File: config.mk
export PLATFORM = sky130hd
export DESIGN_NAME = button_tap_classifier
export DESIGN_NICKNAME = d
export VERILOG_FILES = /design/src/sv/btc_pkg.sv /design/src/sv/button_tap_classifier.sv
export SDC_FILE = /design/constraint.sdc
export NUM_CORES = 1
export LEC_CHECK = 0
export BUFFER_PORTS_ARGS = -buffer_cell sky130_fd_sc_hd__clkbuf_2
export CAP_MARGIN = 20
export CORE_ASPECT_RATIO = 1.4
export CORE_MARGIN = 10
export CORE_UTILIZATION = 39
export CTS_CLUSTER_DIAMETER = 120
export CTS_CLUSTER_SIZE = 20
export DETAILED_ROUTE_END_ITERATION = 12
export PLACE_DENSITY = 0.65
export SYNTH_ARGS = -nofsm -noshare
export SYNTH_HDL_FRONTEND = slang
export SYNTH_SLANG_ARGS = --single-unit
export TNS_END_PERCENT = 30
File: constraint.sdc
create_clock -name aclk -period 8.35 [get_ports aclk]
set_input_delay 0.4175 -clock aclk [delete_from_list [all_inputs] [get_ports aclk]]
set_output_delay 0.4175 -clock aclk [all_outputs]
set_load 0.01 [all_outputs]
File: src/sv/btc_pkg.sv
// ----------------------------------------------------------------------------
// btc_pkg
// Shared types and constants for the button tap classifier.
// ----------------------------------------------------------------------------
package btc_pkg;

    // Field widths
    localparam int TIME_W   = 32;
    localparam int DUR_W    = 16;
    localparam int KIND_W   = 2;
    localparam int CFG_IDX_W = 2;
    localparam int CFG_DATA_W = 16;

    // Stream packing: s_tdata = {now_ms, button_level}, padded to 40 bits
    localparam int S_TDATA_W = 40;
    // m_tdata = {second_tap_ms, gap_ms, first_tap_ms}
    localparam int M_TDATA_W = 48;
    // m_tuser = {data_ready, tap_kind}
    localparam int M_TUSER_W = 3;

    // Configuration register indexes
    localparam logic [CFG_IDX_W-1:0] CFG_ACTIVE_LOW    = 2'd0;
    localparam logic [CFG_IDX_W-1:0] CFG_LONG_PRESS_MS = 2'd1;
    localparam logic [CFG_IDX_W-1:0] CFG_DOUBLE_GAP_MS = 2'd2;

    // Configuration reset values
    localparam logic                  RST_ACTIVE_LOW    = 1'b1;
    localparam logic [DUR_W-1:0]      RST_LONG_PRESS_MS = 16'd1000;
    localparam logic [DUR_W-1:0]      RST_DOUBLE_GAP_MS = 16'd300;

    // Reported tap kinds
    localparam logic [KIND_W-1:0] KIND_NONE   = 2'd0;
    localparam logic [KIND_W-1:0] KIND_SINGLE = 2'd1;
    localparam logic [KIND_W-1:0] KIND_DOUBLE = 2'd2;
    localparam logic [KIND_W-1:0] KIND_LONG   = 2'd3;

    // Tap phase, one-hot
    typedef enum logic [3:0] {
        PH_IDLE   = 4'b0001,
        PH_SINGLE = 4'b0010,
        PH_DOUBLE = 4'b0100,
        PH_LONG   = 4'b1000
    } phase_t;

endpackage

File: src/sv/button_tap_classifier.sv
// ----------------------------------------------------------------------------
// button_tap_classifier
// Classifies timestamped button samples into single tap, double tap and long
// press, and reports the tap and gap durations.
// ----------------------------------------------------------------------------
// Path: an accepted sample passes through the input register, then the
//   classification logic into the result register.
// Throughput: one sample per cycle while m_tready keeps the result slot free;
//   the phase update and two 32-bit subtract-and-compares are combinational.
// Reset: synchronous, active low; phase returns to idle, timestamps and
//   durations clear, configuration returns to its defaults, both stages empty.
module button_tap_classifier (
    input  logic                             aclk,
    input  logic                             aresetn,
    // Configuration write port
    input  logic                             cfg_we,
    input  logic [btc_pkg::CFG_IDX_W-1:0]    cfg_idx,
    input  logic [btc_pkg::CFG_DATA_W-1:0]   cfg_wdata,
    // Sample stream
    input  logic                             s_tvalid,
    output logic                             s_tready,
    input  logic [btc_pkg::S_TDATA_W-1:0]    s_tdata,  // [0] button_level, [32:1] now_ms
    // Result stream
    output logic                             m_tvalid,
    input  logic                             m_tready,
    output logic [btc_pkg::M_TDATA_W-1:0]    m_tdata,  // [15:0] first_tap_ms, [31:16] gap_ms,
                                                       // [47:32] second_tap_ms
    output logic [btc_pkg::M_TUSER_W-1:0]    m_tuser   // [1:0] tap_kind, [2] data_ready
);
    import btc_pkg::*;

    // Configuration registers
    logic               active_low_reg;
    logic [DUR_W-1:0]   long_press_ms_reg;
    logic [DUR_W-1:0]   double_gap_ms_reg;

    // Input stage
    logic               in_vld_reg;
    logic               level_reg;
    logic [TIME_W-1:0]  now_reg;

    // Classifier state
    phase_t             phase_reg, phase_next;
    logic               was_active_reg, was_active_next;
    logic [TIME_W-1:0]  press_start_reg, press_start_next;
    logic [TIME_W-1:0]  press_end_reg, press_end_next;
    logic [DUR_W-1:0]   first_dur_reg, first_dur_next;
    logic [DUR_W-1:0]   gap_dur_reg, gap_dur_next;
    logic [DUR_W-1:0]   second_dur_reg, second_dur_next;
    logic [KIND_W-1:0]  kind_next;

    // Result stage
    logic               out_vld_reg;
    logic [KIND_W-1:0]  kind_reg;
    logic               ready_flag_reg;

    logic               advance;
    logic               active;
    logic [TIME_W-1:0]  since_start;
    logic [TIME_W-1:0]  since_end;
    logic [TIME_W-1:0]  press_len;
    logic               hold_long;
    logic               gap_over;

    // Handshake: the input stage moves on whenever the result slot is free
    assign advance  = in_vld_reg && (!out_vld_reg || m_tready);
    assign s_tready = !in_vld_reg || advance;

    // Configuration writes
    always_ff @(posedge aclk) begin
        if (!aresetn) begin
            active_low_reg    <= RST_ACTIVE_LOW;
            long_press_ms_reg <= RST_LONG_PRESS_MS;
            double_gap_ms_reg <= RST_DOUBLE_GAP_MS;
        end else if (cfg_we) begin
            unique case (cfg_idx)
                CFG_ACTIVE_LOW:    active_low_reg    <= cfg_wdata[0];
                CFG_LONG_PRESS_MS: long_press_ms_reg <= cfg_wdata;
                CFG_DOUBLE_GAP_MS: double_gap_ms_reg <= cfg_wdata;
                default: ;
            endcase
        end
    end

    // Input register
    always_ff @(posedge aclk) begin
        if (!aresetn) begin
            in_vld_reg <= 1'b0;
        end else if (s_tready) begin
            in_vld_reg <= s_tvalid;
        end
    end

    always_ff @(posedge aclk) begin
        if (s_tvalid && s_tready) begin
            level_reg <= s_tdata[0];
            now_reg   <= s_tdata[TIME_W:1];
        end
    end

    // Timing terms, modulo 2^32
    assign active      = level_reg ^ active_low_reg;
    assign since_start = now_reg - press_start_reg;
    assign since_end   = now_reg - press_end_reg;
    assign press_len   = press_end_reg - press_start_reg;
    assign hold_long   = since_start >= {{(TIME_W-DUR_W){1'b0}}, long_press_ms_reg};
    assign gap_over    = since_end   >= {{(TIME_W-DUR_W){1'b0}}, double_gap_ms_reg};

    // Press / hold / release / idle cases
    always_comb begin
        phase_next       = phase_reg;
        was_active_next  = was_active_reg;
        press_start_next = press_start_reg;
        press_end_next   = press_end_reg;
        first_dur_next   = first_dur_reg;
        gap_dur_next     = gap_dur_reg;
        second_dur_next  = second_dur_reg;
        kind_next        = KIND_NONE;

        priority if (active && !was_active_reg) begin
            // new press
            if (phase_reg == PH_SINGLE) begin
                kind_next        = KIND_DOUBLE;
                phase_next       = PH_DOUBLE;
                first_dur_next   = press_len[DUR_W-1:0];
                press_start_next = now_reg;
                gap_dur_next     = since_end[DUR_W-1:0];
                was_active_next  = 1'b1;
            end else if (phase_reg == PH_IDLE) begin
                phase_next       = PH_SINGLE;
                press_start_next = now_reg;
                was_active_next  = 1'b1;
            end
        end else if (active) begin
            // holding
            if (phase_reg == PH_SINGLE && hold_long) begin
                kind_next  = KIND_LONG;
                phase_next = PH_LONG;
            end
        end else if (was_active_reg) begin
            // release
            press_end_next  = now_reg;
            was_active_next = 1'b0;
            if (phase_reg == PH_DOUBLE) begin
                phase_next      = PH_IDLE;
                second_dur_next = since_start[DUR_W-1:0];
            end else if (phase_reg == PH_LONG) begin
                phase_next      = PH_IDLE;
                first_dur_next  = since_start[DUR_W-1:0];
                gap_dur_next    = '0;
                second_dur_next = '0;
            end
        end else begin
            // released and idle: time out a pending tap
            if (phase_reg == PH_SINGLE && gap_over) begin
                kind_next       = KIND_SINGLE;
                phase_next      = PH_IDLE;
                first_dur_next  = press_len[DUR_W-1:0];
                gap_dur_next    = '0;
                second_dur_next = '0;
            end
        end
    end

    // State update on each sample handed to the result stage
    always_ff @(posedge aclk) begin
        if (!aresetn) begin
            phase_reg       <= PH_IDLE;
            was_active_reg  <= 1'b0;
            press_start_reg <= '0;
            press_end_reg   <= '0;
            first_dur_reg   <= '0;
            gap_dur_reg     <= '0;
            second_dur_reg  <= '0;
        end else if (advance) begin
            phase_reg       <= phase_next;
            was_active_reg  <= was_active_next;
            press_start_reg <= press_start_next;
            press_end_reg   <= press_end_next;
            first_dur_reg   <= first_dur_next;
            gap_dur_reg     <= gap_dur_next;
            second_dur_reg  <= second_dur_next;
        end
    end

    // Result register
    always_ff @(posedge aclk) begin
        if (!aresetn) begin
            out_vld_reg <= 1'b0;
        end else if (advance) begin
            out_vld_reg <= 1'b1;
        end else if (m_tready) begin
            out_vld_reg <= 1'b0;
        end
    end

    always_ff @(posedge aclk) begin
        if (advance) begin
            kind_reg       <= kind_next;
            ready_flag_reg <= (phase_next == PH_IDLE);
        end
    end

    // Durations are already registered state and follow the result stage
    assign m_tvalid = out_vld_reg;
    assign m_tdata  = {second_dur_reg, gap_dur_reg, first_dur_reg};
    assign m_tuser  = {ready_flag_reg, kind_reg};

`ifndef ASSERT_OFF
    // A double tap or long press leaves the phase busy, so never reports ready
    a_busy_not_ready: assert property (@(posedge aclk) disable iff (!aresetn)
        (m_tvalid && (m_tuser[1:0] == KIND_DOUBLE || m_tuser[1:0] == KIND_LONG))
        |-> !m_tuser[2])
        else $error("double tap or long press reported with data_ready set");

    // Long and double phases are only ever held with the button pressed
    a_phase_pressed: assert property (@(posedge aclk) disable iff (!aresetn)
        (phase_reg == PH_LONG || phase_reg == PH_DOUBLE) |-> was_active_reg)
        else $error("busy phase without a held press");

    // A sample handed on always shows up as a result next cycle
    a_advance_result: assert property (@(posedge aclk) disable iff (!aresetn)
        advance |=> m_tvalid)
        else $error("result lost after advance");

    // An empty input stage always takes a sample
    a_empty_ready: assert property (@(posedge aclk) disable iff (!aresetn)
        !in_vld_reg |-> s_tready)
        else $error("input stage empty but not ready");
`endif

endmodule
======== Yosys cells after proc, flatten, opt, wreduce, memory -nomap -nowiden ========
Index checks and enable logic that the tools add are counted.
storage, ports and cells
  input port bits ......................... 63
  flip-flop bits (word level) ............. 188
  logic and storage cells ................. 99
cells by class
  muxes and demuxes ....................... 39
  add/sub/neg operators ................... 3
  equal/unequal tests ..................... 13
  bitwise gates (word level) .............. 3
  reductions and logical operators ........ 23
  order comparisons ....................... 2
operators by type and width
  kind                  count
  $mux W16              16
  $ge A32 B16 Y1        2
  $mux W32              2
  $sub A32 B32 Y32      2
  $mux W4               9
  $sub A16 B16 Y16      1
  $ne A3 B1 Y1 const B  3
  $eq A4 B1 Y1 const B  2
  $mux W1               8
  $mux W2               4
  $reduce_and A2 Y1     3
  $reduce_and A3 Y1     2
  $reduce_and A6 Y1     1
  $reduce_bool A2 Y1    3
  $logic_and A1 B1 Y1   5
  $reduce_and A5 Y1     1
  $eq A4 B2 Y1 const B  1
  $eq A4 B3 Y1 const B  1
  $eq A4 B4 Y1 const B  1
  $ne A2 B1 Y1 const B  2
  $reduce_and A4 Y1     1
  $logic_not A1 Y1      3
  $ne A3 B3 Y1 const B  1
  $reduce_bool A3 Y1    1
  6 further kinds       8

======== Depth between registers and ports, before layout ========
Gate-level depths: netlist of run 1.
  word-level depth ........................ 8
  gate-level depth with buffers ........... 23
  mapped depth without buffers ............ 23

======== Worst setup path after synthesis of run 1 ========
OpenSTA, ideal clock, no wires.
  kind .................................... reg2reg
  start point ............................. register now_reg[8]
  end point ............................... register first_dur_reg[14]
  library setup time ...................... 0.116 ns
  period minus slack after synthesis ...... 4.734 ns
  required time ........................... 8.234 ns
  setup slack ............................. 3.616 ns
  stages on the path, launching flop included .. 21
  arrival ................................. 4.618 ns
  path buffers ............................ 2
  cell sequence ........................... edfxtp_1 ha_1 nand4_1 or2_0 a211o_1 and3_1 o21ai_0 xor2_1 ha_1 a22oi_1 o21ai_0 a2111oi_0 o211ai_1 a311o_1 nor4_1 nand4_1 nor4_4 nor2_2 buf_6 buf_6 o211a_1
on the way
  longest elaborated chain between the ends .. 6
  elaborated cells between the ends (all ways) .. 11
  classes of those cells .................. 2 x add/sub; 1 x order compare; 5 x mux; 3 x reduce/logical
RTL lines
  element                                                                   line                          text
  start: declaration                                                        button_tap_classifier.sv:40   logic [TIME_W-1:0] now_reg;
  start signal: assignment                                                  button_tap_classifier.sv:97   now_reg <= s_tdata[TIME_W:1];
  parallel branches: the longest is 6 deep, another holds $sub A32 B32 Y32  n/a
  end signal: assignment                                                    button_tap_classifier.sv:180  first_dur_reg <= first_dur_next;
  end: declaration                                                          button_tap_classifier.sv:47   logic [DUR_W-1:0] first_dur_reg, first_dur_next;
Parallel ways; which one is timed is not known. The select of a mux whose other input is x is not followed.
A chain may end at the register's enable or synchronous reset.

======== Worst setup path in the final report of run 1 ========
  start point ............................. register now_reg[7]
  end point ............................... register first_dur_reg[10]
Same word-level chain as after synthesis.

==> results of run 1 <==
-- power by group through the flow --
| stage | sequential (mW) | clock (mW) | combinational (mW) |
|---|---|---|---|
| floorplan | 0.988 | 0 | 0.378 |
| detailed placement | 1.00 | 0 | 0.512 |
| global route | 0.984 | 0.872 | 0.577 |
| CTS | 0.981 | 0.836 | 0.515 |
| global placement | 1.00 | 0 | 0.506 |
| finish | 0.981 | 0.822 | 0.517 |
-- path summary, 6_finish.rpt --
path / startpoint / depth (start not counted) / to
worst min-delay path: s_tdata[22] / 1 / now_reg[21]$_DFFE_PP_
worst max register to register: now_reg[7]$_DFFE_PP_ / 20 / first_dur_reg[10]$_SDFFE_PN0P_
worst max-delay path: now_reg[7]$_DFFE_PP_ / 20 / first_dur_reg[10]$_SDFFE_PN0P_
worst min register to register: press_start_reg[5]$_SDFFE_PN0P_ / 2 / press_start_reg[5]$_SDFFE_PN0P_
-- cells in the mapped netlist, types with 6 or more instances --
cell	n	area share
a211o_1	7	0.0050
a211oi_1	9	0.0055
a21boi_0	28	0.017
a21o_1	22	0.014
a21oi_1	164	0.067
a31oi_1	8	0.0041
and3_1	8	0.0041
clkbuf_1	56	0.017
dfxtp_1	152	0.25
edfxtp_1	36	0.089
ha_1	109	0.11
inv_1	112	0.034
mux2i_1	23	0.019
nand2_1	294	0.090
nand2b_1	19	0.0097
nand3_1	31	0.013
nand4_1	23	0.012
nor2_1	74	0.023
nor2b_1	11	0.0056
nor3_1	19	0.0078
nor4_1	7	0.0036
o211a_1	10	0.0082
o211ai_1	26	0.016
o21a_1	20	0.012
o21ai_0	70	0.029
o21bai_1	9	0.0055
o31ai_1	6	0.0037
xnor2_1	34	0.024
xor2_1	26	0.019
-- critical path, delay by kind of cell, from the launching register on --
kind	cells	cell delay [ns]
compound gates	8	1.75
xor+xnor	1	0.30
fa+ha+maj	2	0.75
buf+inv	1	0.23
flops	1	0.48
simple gates	8	2.25
-- metal layers --
layer / part of all wire / GRT usage / vias to the layer above
li1: - / - / 5508
met1: 0.41 / 0.2079 / 5085
met2: 0.52 / 0.3312 / 252
met3: 0.042 / 0.03085 / 54
met4: 0.029 / 0.06297 / 0
met5: 0 / 0 / -
-- metrics by stage --
| stage | cells | instance area (um2) | setup WS (ns) |
|---|---|---|---|
| floorplan | 1525 | 12210 | 3.616 |
| global route | 2002 | 13670 | 1.941 |
| finish | 2002 | 13670 | 2.377 |
| CTS | 2000 | 13620 | 2.246 |
| detailed placement | 1968 | 13050 | 2.274 |
| global placement | 1967 | 13040 | 2.431 |
-- cell families after synthesis --
kind of cell,count (synthesis),synth area share
compound gates,436,0.2306
xor+xnor,60,0.04302
fa+ha+maj,112,0.1166
buf+inv,181,0.05941
flops,188,0.3376
mux,25,0.02069
simple gates,523,0.1921
-- layout make-up --
class	instances	area (um2)
Clock inverter	15	147.6
Timing Repair Buffer	121	670.6
Sequential cell	188	4124
Fill cell	3152	17140
Tap cell	390	488.0
Clock buffer	17	425.4
Inverter	115	431.7
Multi-Input combinational cell	1156	7378
==> qor.csv, run 1 <==
stage;metric;value;unit
finish;layout-drive-gt1-share;0.1141;
routing;antenna_left;0;
routing;via_count;10900;
power_and_ir_drop;powerDensity;169.7;nW/um2
clock_network;clk_pin_slew;0.08;ns
routing;drtIter0Drc;725;
clock_network;cts_root_buffer;clkbuf_16;
power_and_ir_drop;max-vdd-ir-drop;0.1061;mV
sta;tightest_slew;1.076;ns
synth;ys_async_sr_fraction;0;
status;status;finished clean;
synth;synth_edf_count;36;
synth;synthCells;1525;
routing;drtPass1Iterations;5;
floorplanning;die_w;169.6;um
routing;drc;0;
power_and_ir_drop;seqPwrFrac;0.423;
clock_network;post_cts_resize_count;0;
finish;mostFrequentLayoutCells;nand2_1, a21oi_1, dfxtp_1;
sta;maxClockFrequency;167.4;MHz
finish;fin_nets;1774;
finish;layout_commonest_cell;nand2_1;
power_and_ir_drop;power_frac_clock;0.354;
sta;fin_skew;0.01861;ns
synth;synth.distinct_cells;83;
sta;slew_viol_final;0;
sta;finalSetupTns;0;ns
synth;ys_ff_latch;188;
sta;finalHoldViolCount;0;
clock_network;cts-htree-levels;4;
clock_network;cts-hold-fix-buffers;0;
power_and_ir_drop;power_switching_share;0.3312;
place;gp_congestion;0.9137;
place;port_buffers;108;
global_routing;grt_max_degree;89;
global_routing;grt_pass1_vias;10580;
global_routing;antenna_found_initial;0;
synth;syn_avg_cell_area;8.009;um2
floorplanning;start_util;0.3964;
worst_setup_path;slowest_delay;0.80;ns
power_and_ir_drop;leakage;5.195;nW
routing;vias_per_cell;5.444;
floorplanning;std_cell_rows;76;
place;dp_hpwl;27.73;mm
clock_network;clk_latency;0.46;ns
power_and_ir_drop;total_power;2.319;mW
routing;wl_per_cell;17.97;um
clock_network;clk_path_buf_depth;2;
hold_path;hold_class;in -> reg;
clock_network;cts_setup_buffers;0;
worst_setup_path;crit_slowest_cell;nor4_4;
sta;finalCritPeriodShare;0.7153;
worst_setup_path;crit_path_cell_trace;ha_1, nand4_1, or2_0, a211o_1, and3_1, o21ai_0, xor2_1, ha_1, a22oi_1, o21ai_0, a2111oi_0, o211ai_1, a311o_1, nor4_1, nand4_1, nor4_4, nor2_4, buf_12, nor2_1, a211oi_2;
global_routing;grt.total_usage;0.1823;
synth;netlist_area;12210;um2
global_routing;grt_pass1_wl;57.06;mm
global_routing;overflow;0;
worst_setup_path;crit_required;8.64;ns
sta;relSlewSlack;0.2826;
worst_setup_path;cp_max_fo;36;
clock_network;numCtsBuffers;17;
worst_setup_path;ff2ff_setup_slack;2.38;ns
finish;antennaDiodeCount;0;
job;maxCapViolCount;0;
sta;rsz0062_at_grt;no;
synth;synth_warnings;0;
floorplanning;dieHeight;229.4;um
clock_network;cts_tree;built;
power_and_ir_drop;switchingPower;768.1;uW
sta;whs;0.1260;ns
floorplanning;pin_count;116;
worst_setup_path;worstSetupStartpointType;register;
synth;ys_seq_area_frac;0.3376;
sta;post-route-min-period;5.973;ns
finish;area_delta_synth_final;11.88;%
power_and_ir_drop;combinationalPowerShare;0.223;
floorplanning;core_area;30810;um2
power_and_ir_drop;internal_power;1.551;mW
floorplanning;dieArea;38900;um2
worst_setup_path;end_kind;register;
worst_setup_path;criticalPathCategory;reg -> reg;
sta;setup_violations;0;
routing;wl;35.97;mm
synth;synth_fp_nets;1700;
synth;ys.flop_type;dfxtp_1;
clock_network;clock-sinks;188;
finish;utilization;0.4436;
worst_setup_path;crit_arrival;6.26;ns
(Power assumes the default switching activity.)
==> inputs of run 2 (changes only) <==
--- a/config.mk
+++ b/config.mk
@@ -13,7 +13,7 @@
 export CTS_CLUSTER_DIAMETER = 120
 export CTS_CLUSTER_SIZE = 20
 export DETAILED_ROUTE_END_ITERATION = 12
-export PLACE_DENSITY = 0.65
+export PLACE_DENSITY = 0.67
 export SYNTH_ARGS = -nofsm -noshare
 export SYNTH_HDL_FRONTEND = slang
 export SYNTH_SLANG_ARGS = --single-unit
==> constraint.sdc (replaced) <==
create_clock -name aclk -period 5.05 [get_ports aclk]
set_input_delay 0.2525 -clock aclk [delete_from_list [all_inputs] [get_ports aclk]]
set_output_delay 0.2525 -clock aclk [all_outputs]
set_load 0.01 [all_outputs]
==> run 2 against run 1 <==
Register-to-register slack worse by 2.2 ns. Core utilization is 3.6 points higher. Sequential share of layout area is 2.3 points lower. First-iteration DRC count is 3.2% higher. Non-clock buffer count is 113 higher. Global-route usage is 0.70 points higher. Maximum frequency is 24% higher. Critical endpoint is now first_dur_reg[4]$_SDFFE_PN0P_. Largest power group unchanged.
==> qor.csv, run 2 (synthesis results as in run 1) <==
stage;metric;value;unit;change
global_routing;use_met1;0.2102;;+0.002315
clock_network;cts_tree;built;;
finish;area_delta_synth_final;20.95;%;
global_routing;grt_pass1_vias;11390;;+7.6%
finish;layout_commonest_cell;nand2_1;;
worst_setup_path;cp_max_fo;11;;-69%
global_routing;antenna_found_initial;0;;unchanged
finish;regArea;4124;um2;unchanged
worst_setup_path;startpoint;now_reg[8]$_DFFE_PP_;;
finish;layout-drive-gt1-share;0.1729;;+0.05879
finish;design_area;14770;um2;+8.1%
clock_network;clk_pin_slew;0.08;ns;about the same
hold_path;hold_class;in -> reg;;
sta;setup_violations;0;;unchanged
clock_network;clk_latency;0.46;ns;about the same
floorplanning;die_w;169.6;um;unchanged
worst_setup_path;criticalPathCategory;reg -> reg;;
clock_network;numCtsBuffers;17;;unchanged
floorplanning;pin_count;116;;unchanged
finish;fill_cells;3041;;-3.5%
routing;drc;0;;unchanged
routing;vias_per_cell;5.479;;+0.65%
worst_setup_path;end_kind;register;;
place;port_buffers;108;;unchanged
routing;via_count;11610;;+6.5%
place;dp.cells;2039;;+3.6%
routing;drtPass1Iterations;5;;unchanged
global_routing;overflow;0;;unchanged
sta;maxClockFrequency;207.1;MHz;+24%
routing;wl_per_cell;17.96;um;about the same
worst_setup_path;r2r_start;now_reg[8]$_DFFE_PP_;;
worst_setup_path;crit_arrival;5.17;ns;-1.09 ns
global_routing;use_met2;0.3366;;+0.005387
sta;post-route-min-period;4.829;ns;-1.144 ns
worst_setup_path;crit_required;5.40;ns;-3.24 ns
finish;utilization;0.4795;;+0.03594
power_and_ir_drop;max-vdd-ir-drop;0.1777;mV;+67%
finish;fin_nets;1891;;+6.6%
sta;whs;0.01577;ns;-0.1103 ns
sta;rsz0062_at_grt;yes;;
place;placed_area;13590;um2;+4.2%
global_routing;grt_max_degree;67;;-25%
floorplanning;std_cell_rows;76;;unchanged
sta;finalCritPeriodShare;0.9563;;+0.2409
worst_setup_path;worstSetupStartpointType;register;;
power_and_ir_drop;powerDensity;268.7;nW/um2;+58%
sta;finalHoldViolCount;0;;unchanged
finish;antennaDiodeCount;0;;unchanged
global_routing;grtUsageMet3;0.03171;;+0.0008569
sta;fin_skew;0.01968;ns;+0.001070 ns
floorplanning;core_area;30810;um2;unchanged
job;maxCapViolCount;0;;unchanged
hold_path;worstHoldStart;s_tdata[8];;
clock_network;clock-sinks;188;;unchanged
global_routing;grt.total_usage;0.1892;;+0.006963
power_and_ir_drop;leakage;5.778;nW;+11%
global_routing;top_usage_layer;met2;;
finish;layout.cells.non_filler;2119;;+5.8%
sta;slew_viol_final;0;;unchanged
clock_network;clk_path_buf_depth;2;;unchanged
routing;antenna_left;0;;unchanged
floorplanning;dieArea;38900;um2;unchanged
floorplanning;start_util;0.3964;;unchanged
finish;mostFrequentLayoutCells;nand2_1, a21oi_1, dfxtp_1;;
finish;multi_input_area;7532;um2;+2.1%
routing;drtIter0Drc;748;;+3.2%
status;status;finished clean;;
clock_network;cts-htree-levels;4;;unchanged
global_routing;grt_pass1_wl;59.78;mm;+4.8%
power_and_ir_drop;total_power;3.969;mW;+71%
place;dp_hpwl;28.56;mm;+3.0%
clock_network;cts_root_buffer;clkbuf_16;;
place;gp_congestion;0.9103;;-0.37%
floorplanning;dieHeight;229.4;um;unchanged
routing;wl;38.06;mm;+5.8%
sta;tightest_slew;0.9974;ns;-0.07867 ns
sta;relSlewSlack;0.3351;;+0.05244
## run 2: changes by cell type in the layout (fill, tap and decap cells not counted), moves of 3 or more
cell and delta:
nor2_2 +6, a21boi_1 +9, a211oi_2 +3, o21ai_0 -3, a21boi_0 -9, buf_4 +82
dlygate4sd3_1 +28, a211oi_1 -3, inv_6 -3, nor2_1 -5, nor2_4 +3
## run 2: path summary, 6_finish.rpt
| path | to | slack (ns) | depth (start not counted) |
|---|---|---|---|
| worst max register to register | first_dur_reg[4]$_SDFFE_PN0P_ | 0.22 | 21 |
| worst min register to register | press_end_reg[27]$_SDFFE_PN0P_ | 0.46 | 2 |
| worst min-delay path | now_reg[7]$_DFFE_PP_ | 0.02 | 1 |
| worst max-delay path | first_dur_reg[4]$_SDFFE_PN0P_ | 0.22 | 21 |
## run 2: power breakdown
group          leakage, nW  internal (mW)  switching (mW)  total, mW
clock network        0.286          0.668           0.718       1.39
registers             1.58           1.57          0.0420       1.62
logic                 3.91          0.408           0.558      0.966
## run 2: final cells by class
cell class,count,area share
clock buffers,17,0.02880
clock inverters,15,0.01135
inverters,115,0.02922
multi-input cells,1160,0.5099
flip-flops and latches,188,0.2792
well taps,390,0.03303
repair buffers,234,0.1086
## run 2: metal layers
metal  vias up  share of wire
met5         -              0
met4         0          0.053
met3       104          0.037
met2       288           0.52
met1      5460           0.39
li1       5759              -
## run 2: what timing repair did
item	4_1_cts	5_1_grt
setup endpoints to repair	50	53
resized for setup	3	43
pin swaps	3	16
hold endpoints to repair	28	0
setup buffers	10	4
hold buffers	28	0
gates cloned	1	3
## run 2: stage by stage
step	worst slack, ns	setup TNS [ns]
final	0.2209	0
after global routing	-0.03249	-0.3608
after CTS	0.001392	0
after detailed placement	-0.1805	-4.195
after global placement	0.02399	0
after floorplan	0.3162	0
## run 2: worst max-delay path: stages, from the launching register on
cell and delay (ns):
edfxtp_1 0.42, ha_1 0.32, nand4_1 0.11, or2_0 0.24
a211o_1 0.26, and3_1 0.22, o21ai_2 0.16, xor2_2 0.21
ha_1 0.27, buf_4 0.14, nand2_1 0.07, o22ai_1 0.07
a2111oi_1 0.32, o211ai_1 0.18, a311o_1 0.30, nor4_2 0.16
nand4_1 0.20, buf_4 0.19, nor4_4 0.29, buf_6 0.18
nor2_2 0.14, o211a_1 0.26
